===== src/rtl/core/gfa_pkg.sv =====
// gfa_pkg: shared types, codes and constants for the gas and flood alarm filter.
// No dependencies; used by gfa_chan and gas_flood_alarm_filter_top.

package gfa_pkg;

    // Defaults for the top-level parameters
    localparam int WINDOW_DEF      = 5;
    localparam int SAMPLE_BITS_DEF = 10;

    // Full-scale spans of the fixed-point outputs
    localparam int METHANE_SPAN = 8000;
    localparam int SULFIDE_SPAN = 12800;
    localparam int WATER_SPAN   = 25600;

    // Width of a scaled channel value (covers the largest span)
    localparam int SCALED_BITS = 15;

    // Item kinds
    localparam logic [1:0] KIND_TICK      = 2'd0;
    localparam logic [1:0] KIND_SILENCE   = 2'd1;
    localparam logic [1:0] KIND_UNSILENCE = 2'd2;

    // Alert cause codes
    localparam logic [1:0] CAUSE_CLEAR   = 2'd0;
    localparam logic [1:0] CAUSE_METHANE = 2'd1;
    localparam logic [1:0] CAUSE_SULFIDE = 2'd2;
    localparam logic [1:0] CAUSE_FLOOD   = 2'd3;

    // Register indexes (byte address = 4 * index)
    localparam logic [1:0] REG_METHANE_THR = 2'd0;
    localparam logic [1:0] REG_SULFIDE_THR = 2'd1;
    localparam logic [1:0] REG_WATER_THR   = 2'd2;

    localparam logic [9:0] METHANE_THR_RST = 10'd512;
    localparam logic [9:0] SULFIDE_THR_RST = 10'd205;
    localparam logic [9:0] WATER_THR_RST   = 10'd512;

    typedef struct packed {
        logic [1:0] kind;
        logic [9:0] methane_sample;
        logic [9:0] sulfide_sample;
        logic [9:0] water_sample;
    } t_in_item;

    typedef struct packed {
        logic [12:0] methane_ppm_q2;
        logic [13:0] sulfide_ppm_q8;
        logic [14:0] water_level_q8;
        logic [14:0] headroom_q8;
        logic        methane_alert;
        logic        sulfide_alert;
        logic        water_alert;
        logic        any_alert;
        logic        alert_changed;
        logic [1:0]  alert_cause;
        logic        buzzer_on;
        logic        silenced;
    } t_out_item;

    // Pipeline control handed to each channel
    typedef struct packed {
        logic adv;      // whole pipeline moves this cycle
        logic s1_tick;  // stage 1 holds a valid sample tick
    } t_pipe_ctl;

    // Alarm flags carried down the pipeline after evaluation
    typedef struct packed {
        logic       tick;
        logic       methane_alert;
        logic       sulfide_alert;
        logic       water_alert;
        logic       any_alert;
        logic       alert_changed;
        logic [1:0] alert_cause;
        logic       buzzer_on;
        logic       silenced;
    } t_flags;

endpackage


===== src/rtl/core/gas_flood_alarm_filter_top.sv =====
// gas_flood_alarm_filter_top: three-channel moving-average alarm with buzzer control.
// Depends on gfa_pkg and gfa_chan; holds the sample ring memory and the APB registers.
//
//  channel   direction  payload              handshake
//  -------   ---------  -------------------  --------------------------------
//  in        sink       gfa_pkg::t_in_item   i_in_valid / o_in_stall
//  out       source     gfa_pkg::t_out_item  o_out_valid / i_out_stall
//  config    slave      10-bit thresholds    APB psel/penable/pwrite, pready=1
//
// One item per cycle unless the output stalls; each item passes stages 1 to 4 in order.
// Stage 1 reads the ring entry being replaced (registered memory read) and updates
// the running sums; stage 2 averages and evaluates the alarm state; stages 3-4 scale.
// Reset clears the sums, slot pointer, alarm state and the ring's valid bits.
// A stall on a held output item freezes the whole pipeline, and the input stalls with it.

module gas_flood_alarm_filter_top #(
    parameter int WINDOW      = gfa_pkg::WINDOW_DEF,
    parameter int SAMPLE_BITS = gfa_pkg::SAMPLE_BITS_DEF
) (
    input  logic               i_clk,
    input  logic               i_rst_n,
    input  logic               i_in_valid,
    output logic               o_in_stall,
    input  gfa_pkg::t_in_item  i_in_data,
    output logic               o_out_valid,
    input  logic               i_out_stall,
    output gfa_pkg::t_out_item o_out_data,
    input  logic               psel,
    input  logic               penable,
    input  logic               pwrite,
    input  logic [3:0]         paddr,
    input  logic [31:0]        pwdata,
    output logic [31:0]        prdata,
    output logic               pready
);

    localparam int SB   = SAMPLE_BITS;
    localparam int SLW  = (WINDOW > 1) ? $clog2(WINDOW) : 1;
    localparam int WW   = 3 * SB;
    localparam int CMPW = (SB > 10) ? SB : 10;

    // ---------------- configuration registers ----------------
    logic [9:0] r_methane_thr;
    logic [9:0] r_sulfide_thr;
    logic [9:0] r_water_thr;
    logic       cfg_wr;

    assign pready = 1'b1;
    assign cfg_wr = psel && penable && pwrite;

    always_ff @(posedge i_clk) begin
        if (!i_rst_n) begin
            r_methane_thr <= gfa_pkg::METHANE_THR_RST;
            r_sulfide_thr <= gfa_pkg::SULFIDE_THR_RST;
            r_water_thr   <= gfa_pkg::WATER_THR_RST;
        end else if (cfg_wr) begin
            case (paddr[3:2])
                gfa_pkg::REG_METHANE_THR: r_methane_thr <= pwdata[9:0];
                gfa_pkg::REG_SULFIDE_THR: r_sulfide_thr <= pwdata[9:0];
                gfa_pkg::REG_WATER_THR:   r_water_thr   <= pwdata[9:0];
                default: ;
            endcase
        end
    end

    always_comb begin
        case (paddr[3:2])
            gfa_pkg::REG_METHANE_THR: prdata = {22'd0, r_methane_thr};
            gfa_pkg::REG_SULFIDE_THR: prdata = {22'd0, r_sulfide_thr};
            gfa_pkg::REG_WATER_THR:   prdata = {22'd0, r_water_thr};
            default:                  prdata = '0;
        endcase
    end

    // ---------------- pipeline control ----------------
    logic adv;
    logic accept;
    logic r_v1, r_v2, r_v3, r_v4;

    // everything moves unless a finished item is held at the output
    assign adv         = !(r_v4 && i_out_stall);
    assign accept      = i_in_valid && adv;
    assign o_in_stall  = !adv;
    assign o_out_valid = r_v4;

    always_ff @(posedge i_clk) begin
        if (!i_rst_n) begin
            r_v1 <= 1'b0;
            r_v2 <= 1'b0;
            r_v3 <= 1'b0;
            r_v4 <= 1'b0;
        end else if (adv) begin
            r_v1 <= i_in_valid;
            r_v2 <= r_v1;
            r_v3 <= r_v2;
            r_v4 <= r_v3;
        end
    end

    // ---------------- stage 0 -> 1: slot pointer and item capture ----------------
    logic [SLW-1:0] r_slot;
    logic [SLW-1:0] r_slot1;
    logic [1:0]     r_kind1;
    logic [WW-1:0]  r_samp1;
    logic           in_tick;

    assign in_tick = (i_in_data.kind == gfa_pkg::KIND_TICK);

    always_ff @(posedge i_clk) begin
        if (!i_rst_n) begin
            r_slot <= '0;
        end else if (accept && in_tick) begin
            if (r_slot == SLW'(WINDOW - 1)) begin
                r_slot <= '0;
            end else begin
                r_slot <= r_slot + SLW'(1);
            end
        end
    end

    always_ff @(posedge i_clk) begin
        if (adv) begin
            r_kind1 <= i_in_data.kind;
            r_slot1 <= r_slot;
            r_samp1 <= {SB'(i_in_data.methane_sample),
                        SB'(i_in_data.sulfide_sample),
                        SB'(i_in_data.water_sample)};
        end
    end

    // ---------------- sample ring memory ----------------
    logic [WW-1:0]     r_ring [WINDOW];
    logic [WW-1:0]     r_rdata;
    logic [WINDOW-1:0] r_ring_vld;
    logic              r_rd_vld;
    logic              r_fwd;
    logic [WW-1:0]     r_fwd_data;
    logic              s1_tick;
    logic              ring_wr;
    logic [WW-1:0]     old_word;

    assign s1_tick = r_v1 && (r_kind1 == gfa_pkg::KIND_TICK);
    assign ring_wr = adv && s1_tick;

    always_ff @(posedge i_clk) begin
        if (ring_wr) begin
            r_ring[r_slot1] <= r_samp1;
        end
        if (accept) begin
            r_rdata <= r_ring[r_slot];
        end
    end

    // entries never written read as zero; a same-cycle write to the read slot is forwarded
    always_ff @(posedge i_clk) begin
        if (!i_rst_n) begin
            r_ring_vld <= '0;
            r_rd_vld   <= 1'b0;
            r_fwd      <= 1'b0;
        end else begin
            if (ring_wr) begin
                r_ring_vld[r_slot1] <= 1'b1;
            end
            if (accept) begin
                r_rd_vld <= r_ring_vld[r_slot];
                r_fwd    <= ring_wr && (r_slot1 == r_slot);
            end
        end
    end

    always_ff @(posedge i_clk) begin
        if (accept) begin
            r_fwd_data <= r_samp1;
        end
    end

    always_comb begin
        if (r_fwd) begin
            old_word = r_fwd_data;
        end else if (r_rd_vld) begin
            old_word = r_rdata;
        end else begin
            old_word = '0;
        end
    end

    // ---------------- channels ----------------
    gfa_pkg::t_pipe_ctl        ctl;
    logic [SB-1:0]             avg_m, avg_s, avg_w;
    logic [gfa_pkg::SCALED_BITS-1:0] sc_m, sc_s, sc_w;

    assign ctl.adv     = adv;
    assign ctl.s1_tick = s1_tick;

    gfa_chan #(
        .WINDOW(WINDOW), .SAMPLE_BITS(SB), .SPAN(gfa_pkg::METHANE_SPAN)
    ) u_methane (
        .i_clk(i_clk), .i_rst_n(i_rst_n), .i_ctl(ctl),
        .i_sample(r_samp1[2*SB +: SB]), .i_old(old_word[2*SB +: SB]),
        .o_avg(avg_m), .o_scaled(sc_m)
    );

    gfa_chan #(
        .WINDOW(WINDOW), .SAMPLE_BITS(SB), .SPAN(gfa_pkg::SULFIDE_SPAN)
    ) u_sulfide (
        .i_clk(i_clk), .i_rst_n(i_rst_n), .i_ctl(ctl),
        .i_sample(r_samp1[SB +: SB]), .i_old(old_word[SB +: SB]),
        .o_avg(avg_s), .o_scaled(sc_s)
    );

    gfa_chan #(
        .WINDOW(WINDOW), .SAMPLE_BITS(SB), .SPAN(gfa_pkg::WATER_SPAN)
    ) u_water (
        .i_clk(i_clk), .i_rst_n(i_rst_n), .i_ctl(ctl),
        .i_sample(r_samp1[0 +: SB]), .i_old(old_word[0 +: SB]),
        .o_avg(avg_w), .o_scaled(sc_w)
    );

    // ---------------- stage 2: alarm evaluation and buzzer state ----------------
    logic [1:0]       r_kind2;
    logic             r_last_alert;
    logic             r_silence;
    logic             r_buzzer;
    logic             n_last_alert;
    logic             n_silence;
    logic             n_buzzer;
    logic             am, as, af, active, s2_tick;
    gfa_pkg::t_flags  s2_flags;
    gfa_pkg::t_flags  r_flags3;
    gfa_pkg::t_flags  r_flags4;

    always_ff @(posedge i_clk) begin
        if (adv) begin
            r_kind2 <= r_kind1;
        end
    end

    assign s2_tick = (r_kind2 == gfa_pkg::KIND_TICK);
    assign am      = CMPW'(avg_m) >= CMPW'(r_methane_thr);
    assign as      = CMPW'(avg_s) >= CMPW'(r_sulfide_thr);
    assign af      = CMPW'(avg_w) >= CMPW'(r_water_thr);
    assign active  = am || as || af;

    always_comb begin
        n_last_alert = r_last_alert;
        n_silence    = r_silence;
        n_buzzer     = r_buzzer;
        case (r_kind2)
            gfa_pkg::KIND_TICK: begin
                n_last_alert = active;
                if (active && !r_silence) begin
                    n_buzzer = 1'b1;
                end else begin
                    n_buzzer = 1'b0;
                    if (!active) begin
                        n_silence = 1'b0;
                    end
                end
            end
            gfa_pkg::KIND_SILENCE: begin
                n_silence = 1'b1;
                n_buzzer  = 1'b0;
            end
            gfa_pkg::KIND_UNSILENCE: begin
                n_silence = 1'b0;
            end
            default: ;
        endcase

        s2_flags.tick          = s2_tick;
        s2_flags.methane_alert = s2_tick && am;
        s2_flags.sulfide_alert = s2_tick && as;
        s2_flags.water_alert   = s2_tick && af;
        s2_flags.any_alert     = s2_tick ? active : r_last_alert;
        s2_flags.alert_changed = s2_tick && (active != r_last_alert);
        if (!s2_tick) begin
            s2_flags.alert_cause = gfa_pkg::CAUSE_CLEAR;
        end else if (am) begin
            s2_flags.alert_cause = gfa_pkg::CAUSE_METHANE;
        end else if (as) begin
            s2_flags.alert_cause = gfa_pkg::CAUSE_SULFIDE;
        end else if (af) begin
            s2_flags.alert_cause = gfa_pkg::CAUSE_FLOOD;
        end else begin
            s2_flags.alert_cause = gfa_pkg::CAUSE_CLEAR;
        end
        s2_flags.buzzer_on = n_buzzer;
        s2_flags.silenced  = n_silence;
    end

    always_ff @(posedge i_clk) begin
        if (!i_rst_n) begin
            r_last_alert <= 1'b0;
            r_silence    <= 1'b0;
            r_buzzer     <= 1'b0;
        end else if (adv && r_v2) begin
            r_last_alert <= n_last_alert;
            r_silence    <= n_silence;
            r_buzzer     <= n_buzzer;
        end
    end

    always_ff @(posedge i_clk) begin
        if (adv) begin
            r_flags3 <= s2_flags;
            r_flags4 <= r_flags3;
        end
    end

    // ---------------- stage 4: output item ----------------
    always_comb begin
        o_out_data.methane_ppm_q2 = r_flags4.tick ? sc_m[12:0] : '0;
        o_out_data.sulfide_ppm_q8 = r_flags4.tick ? sc_s[13:0] : '0;
        o_out_data.water_level_q8 = r_flags4.tick ? sc_w : '0;
        o_out_data.headroom_q8    =
            r_flags4.tick ? (15'(gfa_pkg::WATER_SPAN) - sc_w) : '0;
        o_out_data.methane_alert  = r_flags4.methane_alert;
        o_out_data.sulfide_alert  = r_flags4.sulfide_alert;
        o_out_data.water_alert    = r_flags4.water_alert;
        o_out_data.any_alert      = r_flags4.any_alert;
        o_out_data.alert_changed  = r_flags4.alert_changed;
        o_out_data.alert_cause    = r_flags4.alert_cause;
        o_out_data.buzzer_on      = r_flags4.buzzer_on;
        o_out_data.silenced       = r_flags4.silenced;
    end

endmodule


===== src/rtl/core/gfa_chan.sv =====
// gfa_chan: running window sum, average and fixed-point scaling of one channel.
// Depends on gfa_pkg; the ring memory that feeds i_old lives in the top level.

module gfa_chan #(
    parameter int WINDOW      = gfa_pkg::WINDOW_DEF,
    parameter int SAMPLE_BITS = gfa_pkg::SAMPLE_BITS_DEF,
    parameter int SPAN        = gfa_pkg::WATER_SPAN
) (
    input  logic                               i_clk,
    input  logic                               i_rst_n,
    input  gfa_pkg::t_pipe_ctl                 i_ctl,
    input  logic [SAMPLE_BITS-1:0]             i_sample,
    input  logic [SAMPLE_BITS-1:0]             i_old,
    output logic [SAMPLE_BITS-1:0]             o_avg,
    output logic [gfa_pkg::SCALED_BITS-1:0]    o_scaled
);

    localparam int SW   = gfa_pkg::SCALED_BITS;
    localparam int SUMW = SAMPLE_BITS + $clog2(WINDOW);
    // floor(x / WINDOW) = (x * MW) >> KW, exact for x < 2^SUMW
    localparam int KW   = SUMW + $clog2(WINDOW);
    localparam logic [63:0] MW64 =
        ((64'd1 << KW) + 64'(WINDOW) - 64'd1) / 64'(WINDOW);
    localparam logic [SUMW:0] MW = MW64[SUMW:0];
    localparam int QW   = 2 * SUMW + 1;

    // floor(y / FULL) = (y * MF) >> KF, exact for y < 2^YW
    localparam int YW   = SAMPLE_BITS + SW;
    localparam int KF   = YW + SAMPLE_BITS;
    localparam logic [63:0] FULL64 = (64'd1 << SAMPLE_BITS) - 64'd1;
    localparam logic [63:0] MF64 = ((64'd1 << KF) + FULL64 - 64'd1) / FULL64;
    localparam logic [YW:0] MF = MF64[YW:0];
    localparam int FW   = 2 * YW + 1;

    logic [SUMW-1:0] r_sum;
    logic [SUMW-1:0] n_sum;
    logic [QW-1:0]   r_qprod;
    logic [YW-1:0]   r_y;
    logic [FW-1:0]   r_fprod;

    assign n_sum = r_sum - SUMW'(i_old) + SUMW'(i_sample);

    always_ff @(posedge i_clk) begin
        if (!i_rst_n) begin
            r_sum <= '0;
        end else if (i_ctl.adv && i_ctl.s1_tick) begin
            r_sum <= n_sum;
        end
    end

    // stage 2: quotient product, stage 3: scaled product, stage 4: reciprocal product
    always_ff @(posedge i_clk) begin
        if (i_ctl.adv) begin
            r_qprod <= QW'(n_sum) * QW'(MW);
            r_y     <= YW'(o_avg) * YW'(SPAN);
            r_fprod <= FW'(r_y) * FW'(MF);
        end
    end

    assign o_avg    = r_qprod[KW +: SAMPLE_BITS];
    assign o_scaled = r_fprod[KF +: SW];

endmodule


===== config.mk =====
export PLATFORM = sky130hd
export DESIGN_NAME = gas_flood_alarm_filter_top
export DESIGN_NICKNAME = d
export VERILOG_FILES = /design/src/rtl/core/gfa_pkg.sv /design/src/rtl/core/gas_flood_alarm_filter_top.sv /design/src/rtl/core/gfa_chan.sv
export SDC_FILE = /design/constraint.sdc
export NUM_CORES = 2
export LEC_CHECK = 0
export BUFFER_PORTS_ARGS = -buffer_cell sky130_fd_sc_hd__buf_2
export CAP_MARGIN = 20
export CORE_MARGIN = 8
export CORE_UTILIZATION = 35
export CTS_CLUSTER_SIZE = 40
export DETAILED_ROUTE_END_ITERATION = 10
export GPL_ROUTABILITY_DRIVEN = 0
export PLACE_DENSITY_LB_ADDON = 0.15
export RECOVER_POWER = 25
export SLEW_MARGIN = 10
export SYNTH_ARGS = -nofsm -noshare
export SYNTH_HDL_FRONTEND = slang
export SYNTH_SLANG_ARGS = --single-unit

===== constraint.sdc =====
create_clock -name i_clk -period 17.6 [get_ports i_clk]
set_clock_uncertainty 0.1 [all_clocks]
set_input_delay 3.52 -clock i_clk [delete_from_list [all_inputs] [get_ports i_clk]]
set_output_delay 3.52 -clock i_clk [all_outputs]
set_load 0.01 [all_outputs]

# == After elaboration in Yosys (flattened, before gate mapping) ==
# Memories as Yosys holds them, arrays and structs flattened. A register that Yosys moved wholly into a read port is not among the register bits.
# Cells that the tools add are included.
# totals
ff_bits,439
ram_bits,150
input_bits,75
out_inout_bits,101
memories,1
# memory_table
name,words,word_bits,read_ports,rd_clocked_by_memory_dff,write_ports,line_no,rtl
r_ring,5,30,1,1,1,gas_flood_alarm_filter_top.sv:132,logic [WW-1:0] r_ring [WINDOW];
# op_classes
n_addsub,8
multipliers,9
magnitude_cmp,6
n_eq_ne,7
muxes,23
bitwise_logic,2
reduce_logical,27
# ops
op,count
"15-bit by 26-bit multiplier with 40-bit output, second input constant",2
"13-bit by 12-bit multiplier with 24-bit output, second input constant",3
30-bit two-way mux,2
"17-bit by 26-bit multiplier with 42-bit output, second input constant",1
13-bit by 10-bit adder with 13-bit output,3
13-bit by 10-bit subtractor with 13-bit output,3
10-bit greater-or-equal comparator,3
"10-bit by 5-bit multiplier with 15-bit output, second input constant",2
15-bit two-way mux,2
10-bit case mux with 3 select lines,1
"10-bit by 7-bit multiplier with 17-bit output, second input constant",1
1-bit logical AND,15
"15-bit subtractor, first input constant",1
14-bit two-way mux,1
13-bit two-way mux,1
1-bit two-way mux,9
2-bit logical NOT,4
"3-bit by 4-bit < comparator with 1-bit output, second input constant",2
2-bit AND reduction,3
5-bit bitwise OR,1
"2-bit by 1-bit equality test with 1-bit output, second input constant",2
"2-bit equality test, second input constant",2
2-bit two-way mux,2
"3-bit by 1-bit adder with 3-bit output, second input constant",1
13 further kinds,15

# == Depth between registers and ports, before layout ==
# logic_depth
word_depth,6
mapped_depth,32
ltp_nobuf,30

# == Cells and area by module ==
# Synthesis repeated with hierarchy kept, for this count alone.
# hier_totals
cells_unflattened,3224
area_unflattened_um2,36857.8
# by_module_without_submodules
mod,instances,cells_each,area_per_inst_um2,seq_area_each_um2
gas_flood_alarm_filter_top,1,872,13187.6,8958.6
gfa_chan (u_methane),1,814,8463.1,1491.4
gfa_chan (u_water),1,779,7682.4,1461.4
gfa_chan (u_sulfide),1,759,7524.7,1461.4

# == Worst setup path before layout ==
# No wires, ideal clock.
# synth_path
path_kind,input to register
from,input port i_out_stall
to,memory r_ring[1][0] in the netlist's numbering (enable)
arrival_time_ps,11335
slack_ps,5658
path_stages,4
n_path_buf,1
cell_sequence,nand2_1 -> nand3_1 -> clkbuf_1 -> nor4b_1
# synth_between
elab_chain_cells,5
# synth_rtl
item,line_no,rtl
"start, declared",gas_flood_alarm_filter_top.sv:26,"input logic i_out_stall,"
1-bit logical AND,gas_flood_alarm_filter_top.sv:81,assign adv = !(r_v4 && i_out_stall);
1-bit logical NOT,gas_flood_alarm_filter_top.sv:81,
1-bit logical AND,gas_flood_alarm_filter_top.sv:143,assign ring_wr = adv && s1_tick;
1-bit two-way mux,gas_flood_alarm_filter_top.sv:146,if (ring_wr) begin
1-bit two-way mux (not written as such),gas_flood_alarm_filter_top.sv:147,r_ring[r_slot1] <= r_samp1;
"end, declared",gas_flood_alarm_filter_top.sv:132,
# No other way between the ends.

# == Worst setup path after layout ==
# layout_path
from,input port paddr[3]
to,output port prdata[5]
# layout_between
elab_chain_cells,2
elab_cells_between_ends,4
classes_between,2 x eq/ne; 1 x mux; 1 x reduce/logical
# layout_rtl
item,line_no,rtl
"start, declared",gas_flood_alarm_filter_top.sv:31,"input logic [3:0] paddr,"
"2-bit equality test, or another cell as far along",gas_flood_alarm_filter_top.sv:67,case (paddr[3:2])
10-bit case mux with 3 select lines *,gas_flood_alarm_filter_top.sv:67,
"end, declared",gas_flood_alarm_filter_top.sv:33,"output logic [31:0] prdata,"
# Every way passes the cells marked *; elsewhere a longest branch is shown, timed or not.

==> out/results.tsv <==
metric	value	unit
final_max_slew_viol_count	112	
synthToLayoutAreaGrowth	10.9	%
cap_violations	3	
grt_overflow	0	
finalHoldViolCount	0	
fin_nets	4105	
endpoint_kind	output port	
drc	0	
path_class	in -> out	
clkLatencyLatePin	0.61	ns
r2r_cells	27	
start_util	35.1	%
antenna_found_initial	6	
ys.warnings.count	0	
dieArea	112000	µm²
critical-path-top-delay-family	simple AND/OR/NAND/NOR gates	
period_share	50.0	%
avgViaCountPerCell	4.65	
grt_pass1_vias	22300	
yosysTopAreaCell	edfxtp_1	
violations	max-capacitance violations, max-slew violations	
clkTransAtPathRegs	0.06	ns
critical_path.max_fanout	14	
timing.rr.end	u_sulfide.r_qprod[22]	
post_cts_buffers	0	
port_buffers	128	
wl_per_cell	15.7	µm
syn_area_per_cell	11.6	µm²
fmax	114	MHz
grt_pass1_wl	118000	µm
rsz0062_at_grt	false	
outcome	finished, violations left	
first_pass_iters	5	
hp-start	r_flags3[5]	
min_period	8.80	ns
dp.final_hpwl	55600	µm
r2r-start	r_fwd	
synth_edf_count	386	
ys_top_cells_by_area	edfxtp_1, ha_1, fa_1, inv_1, dfxtp_1	
post_cts_resize_count	0	
grtUsageMet3	1.76	%
numCtsBuffers	53	
min_path_type	reg -> reg	
layout-drive-gt1-share	10.2	%
grt_max_degree	67	
holdPathEnd	o_out_data[5]	
totalWireLength	72300	µm
seq_area_frac_synth	37.3	%
yosysUniqueCellTypes	87	
path_cells	buf_2, nor2b_1, nand2_1, o21ai_0, buf_2	
slew_headroom	-113	%
crit_top_cell	buf_2	
synth_top_area_share	32.5	%
cpPeakStageDelay	0.80	ns
synth-seq-cells	472	
io-pin-count	176	
cp-start-kind	primary input	
synth_most_common_cell	ha_1	
cts_buffer_depth	3	
gr-usage-all-layers	12.9	%
ctsHoldBuffers	0	
rrSetupSlack	9.01	ns
async_flop_share	0	%
cp.required	13.98	ns
fill_cells	9876	
setup_tns	0	ns
core-area	101000	µm²
grt_util_met2	21.0	%
met1_usage	18.2	%
rows	117	
die_w	335	µm
setup_violations	0	
busiest_layer	met2	
cts-root-buf	clkbuf_16	
clkSinkCount	472	
htreeDepth	2	
ant_nets	0	
tightest_slew	3.19	ns
vias	21500	
netlist_instances	3063	
syn_area	35700	µm²
min_path_cells	0	
path_buf_inv	2	
drt_iter0_markers	854	
cts_tree	done	
synth_flop_cell	edfxtp_1	
die_h	335	µm
netlist_top_cells_count	ha_1, inv_1, edfxtp_1	
crit_arrival	5.18	ns
crit_slowest_cell	nor2b_1	
registers in the layout, summed over array words and instances, names as in the netlist, 10 cells and up:
name / flops
r_ring: 150
r_fwd_data: 30
r_rdata: 30
r_samp1: 30
u_methane.r_y: 17
u_sulfide.r_y: 15
u_water.r_fprod: 15
u_water.r_y: 15
u_sulfide.r_fprod: 14
u_methane.r_fprod: 13
u_methane.r_sum: 13
u_sulfide.r_sum: 13
u_water.r_sum: 13
r_flags3: 10
r_methane_thr: 10
r_sulfide_thr: 10
r_water_thr: 10
u_methane.r_qprod: 10
u_sulfide.r_qprod: 10
u_water.r_qprod: 10
metrics by stage:
step	util [%]	cells	setup slack, ns	hold slack [ns]	cell area [µm²]
after floorplan	-	3084	5.66	0.300	35700
after global placement	37.3	4510	8.84	0.304	37800
after detailed placement	37.3	4511	8.85	0.305	37800
after CTS	39.0	4610	8.83	0.318	39500
after global routing	39.0	4611	8.39	0.324	39500
final	39.0	4617	8.80	0.318	39500
logic make-up after synthesis:
logic type / synth area share, %
DFF: 37.3
muxes: 3.72
buffers and inverters: 6.31
AOI/OAI and AO/OA: 7.64
other: 0.0211
and+or+nand+nor: 7.50
adders and majority gates: 33.5
xor gates and xnor gates: 3.98
metal layers:
layer  vias to the layer above  wire length [µm]
met3                        89              3320
met5                         -                20
met1                     10100             36000
met2                       308             31600
met4                         4              1350
li1                      10900                 -
layout make-up:
class / count / area (µm²) / area share [%]
multi-input cells: 2047 / 20200 / 51.1
inverters: 479 / 1800 / 4.55
flip-flops and latches: 472 / 13300 / 33.7
clock buffers: 61 / 1360 / 3.43
diodes: 7 / 17.5 / 0.0443
well taps: 1368 / 1710 / 4.33
repair buffers: 145 / 768 / 1.94
clock inverters: 38 / 347 / 0.877
worst register-to-register path, stage by stage, from the launching register on:
cell and delay, ns:
dfxtp_1 0.29, buf_4 0.26, nor2b_2 0.46, buf_4 0.37, a22oi_1 0.15, fa_1 0.54
inv_1 0.06, fa_1 0.45, nor2b_1 0.11, o21ai_0 0.11, a21oi_1 0.35, o211ai_1 0.15
nand2b_1 0.10, xor2_1 0.58, ha_1 0.36, inv_1 0.14, fa_1 0.47, fa_1 0.52
fa_1 0.51, fa_1 0.54, inv_1 0.04, ha_1 0.33, a21o_1 0.17, a211oi_1 0.35
a21oi_2 0.13, or3_1 0.39, a21oi_1 0.19, xnor2_1 0.08
cells in the final DEF, fill, tap and decap left out, types with 33 or more instances in the layout:
master / count
ha_1: 628
inv_1: 475
edfxtp_1: 386
fa_1: 204
nand2_1: 167
a21oi_1: 135
buf_2: 128
xnor2_1: 112
nor2_1: 96
dfxtp_1: 86
and2_1: 72
clkbuf_16: 53
a21o_1: 49
xor2_1: 48
o21ai_0: 37
nor3_1: 34
nand3_1: 33
how the worst max path moves through the flow:
stage                     slack [ns]  depth (start not counted)         from               endpoint
after detailed placement        8.85                          5     paddr[3]              prdata[8]
after global routing            8.39                         27        r_fwd  u_sulfide.r_qprod[22]
final                           8.80                          5     paddr[3]              prdata[5]
after global placement          8.84                          5     paddr[3]              prdata[9]
after CTS                       8.83                         27        r_fwd  u_sulfide.r_qprod[22]
after floorplan                 5.66                          4  i_out_stall           r_ring[1][0]
Power is left out: the tool's default activity adds up to more than one toggle a clock period on the data nets, which glitch-free logic cannot reach.
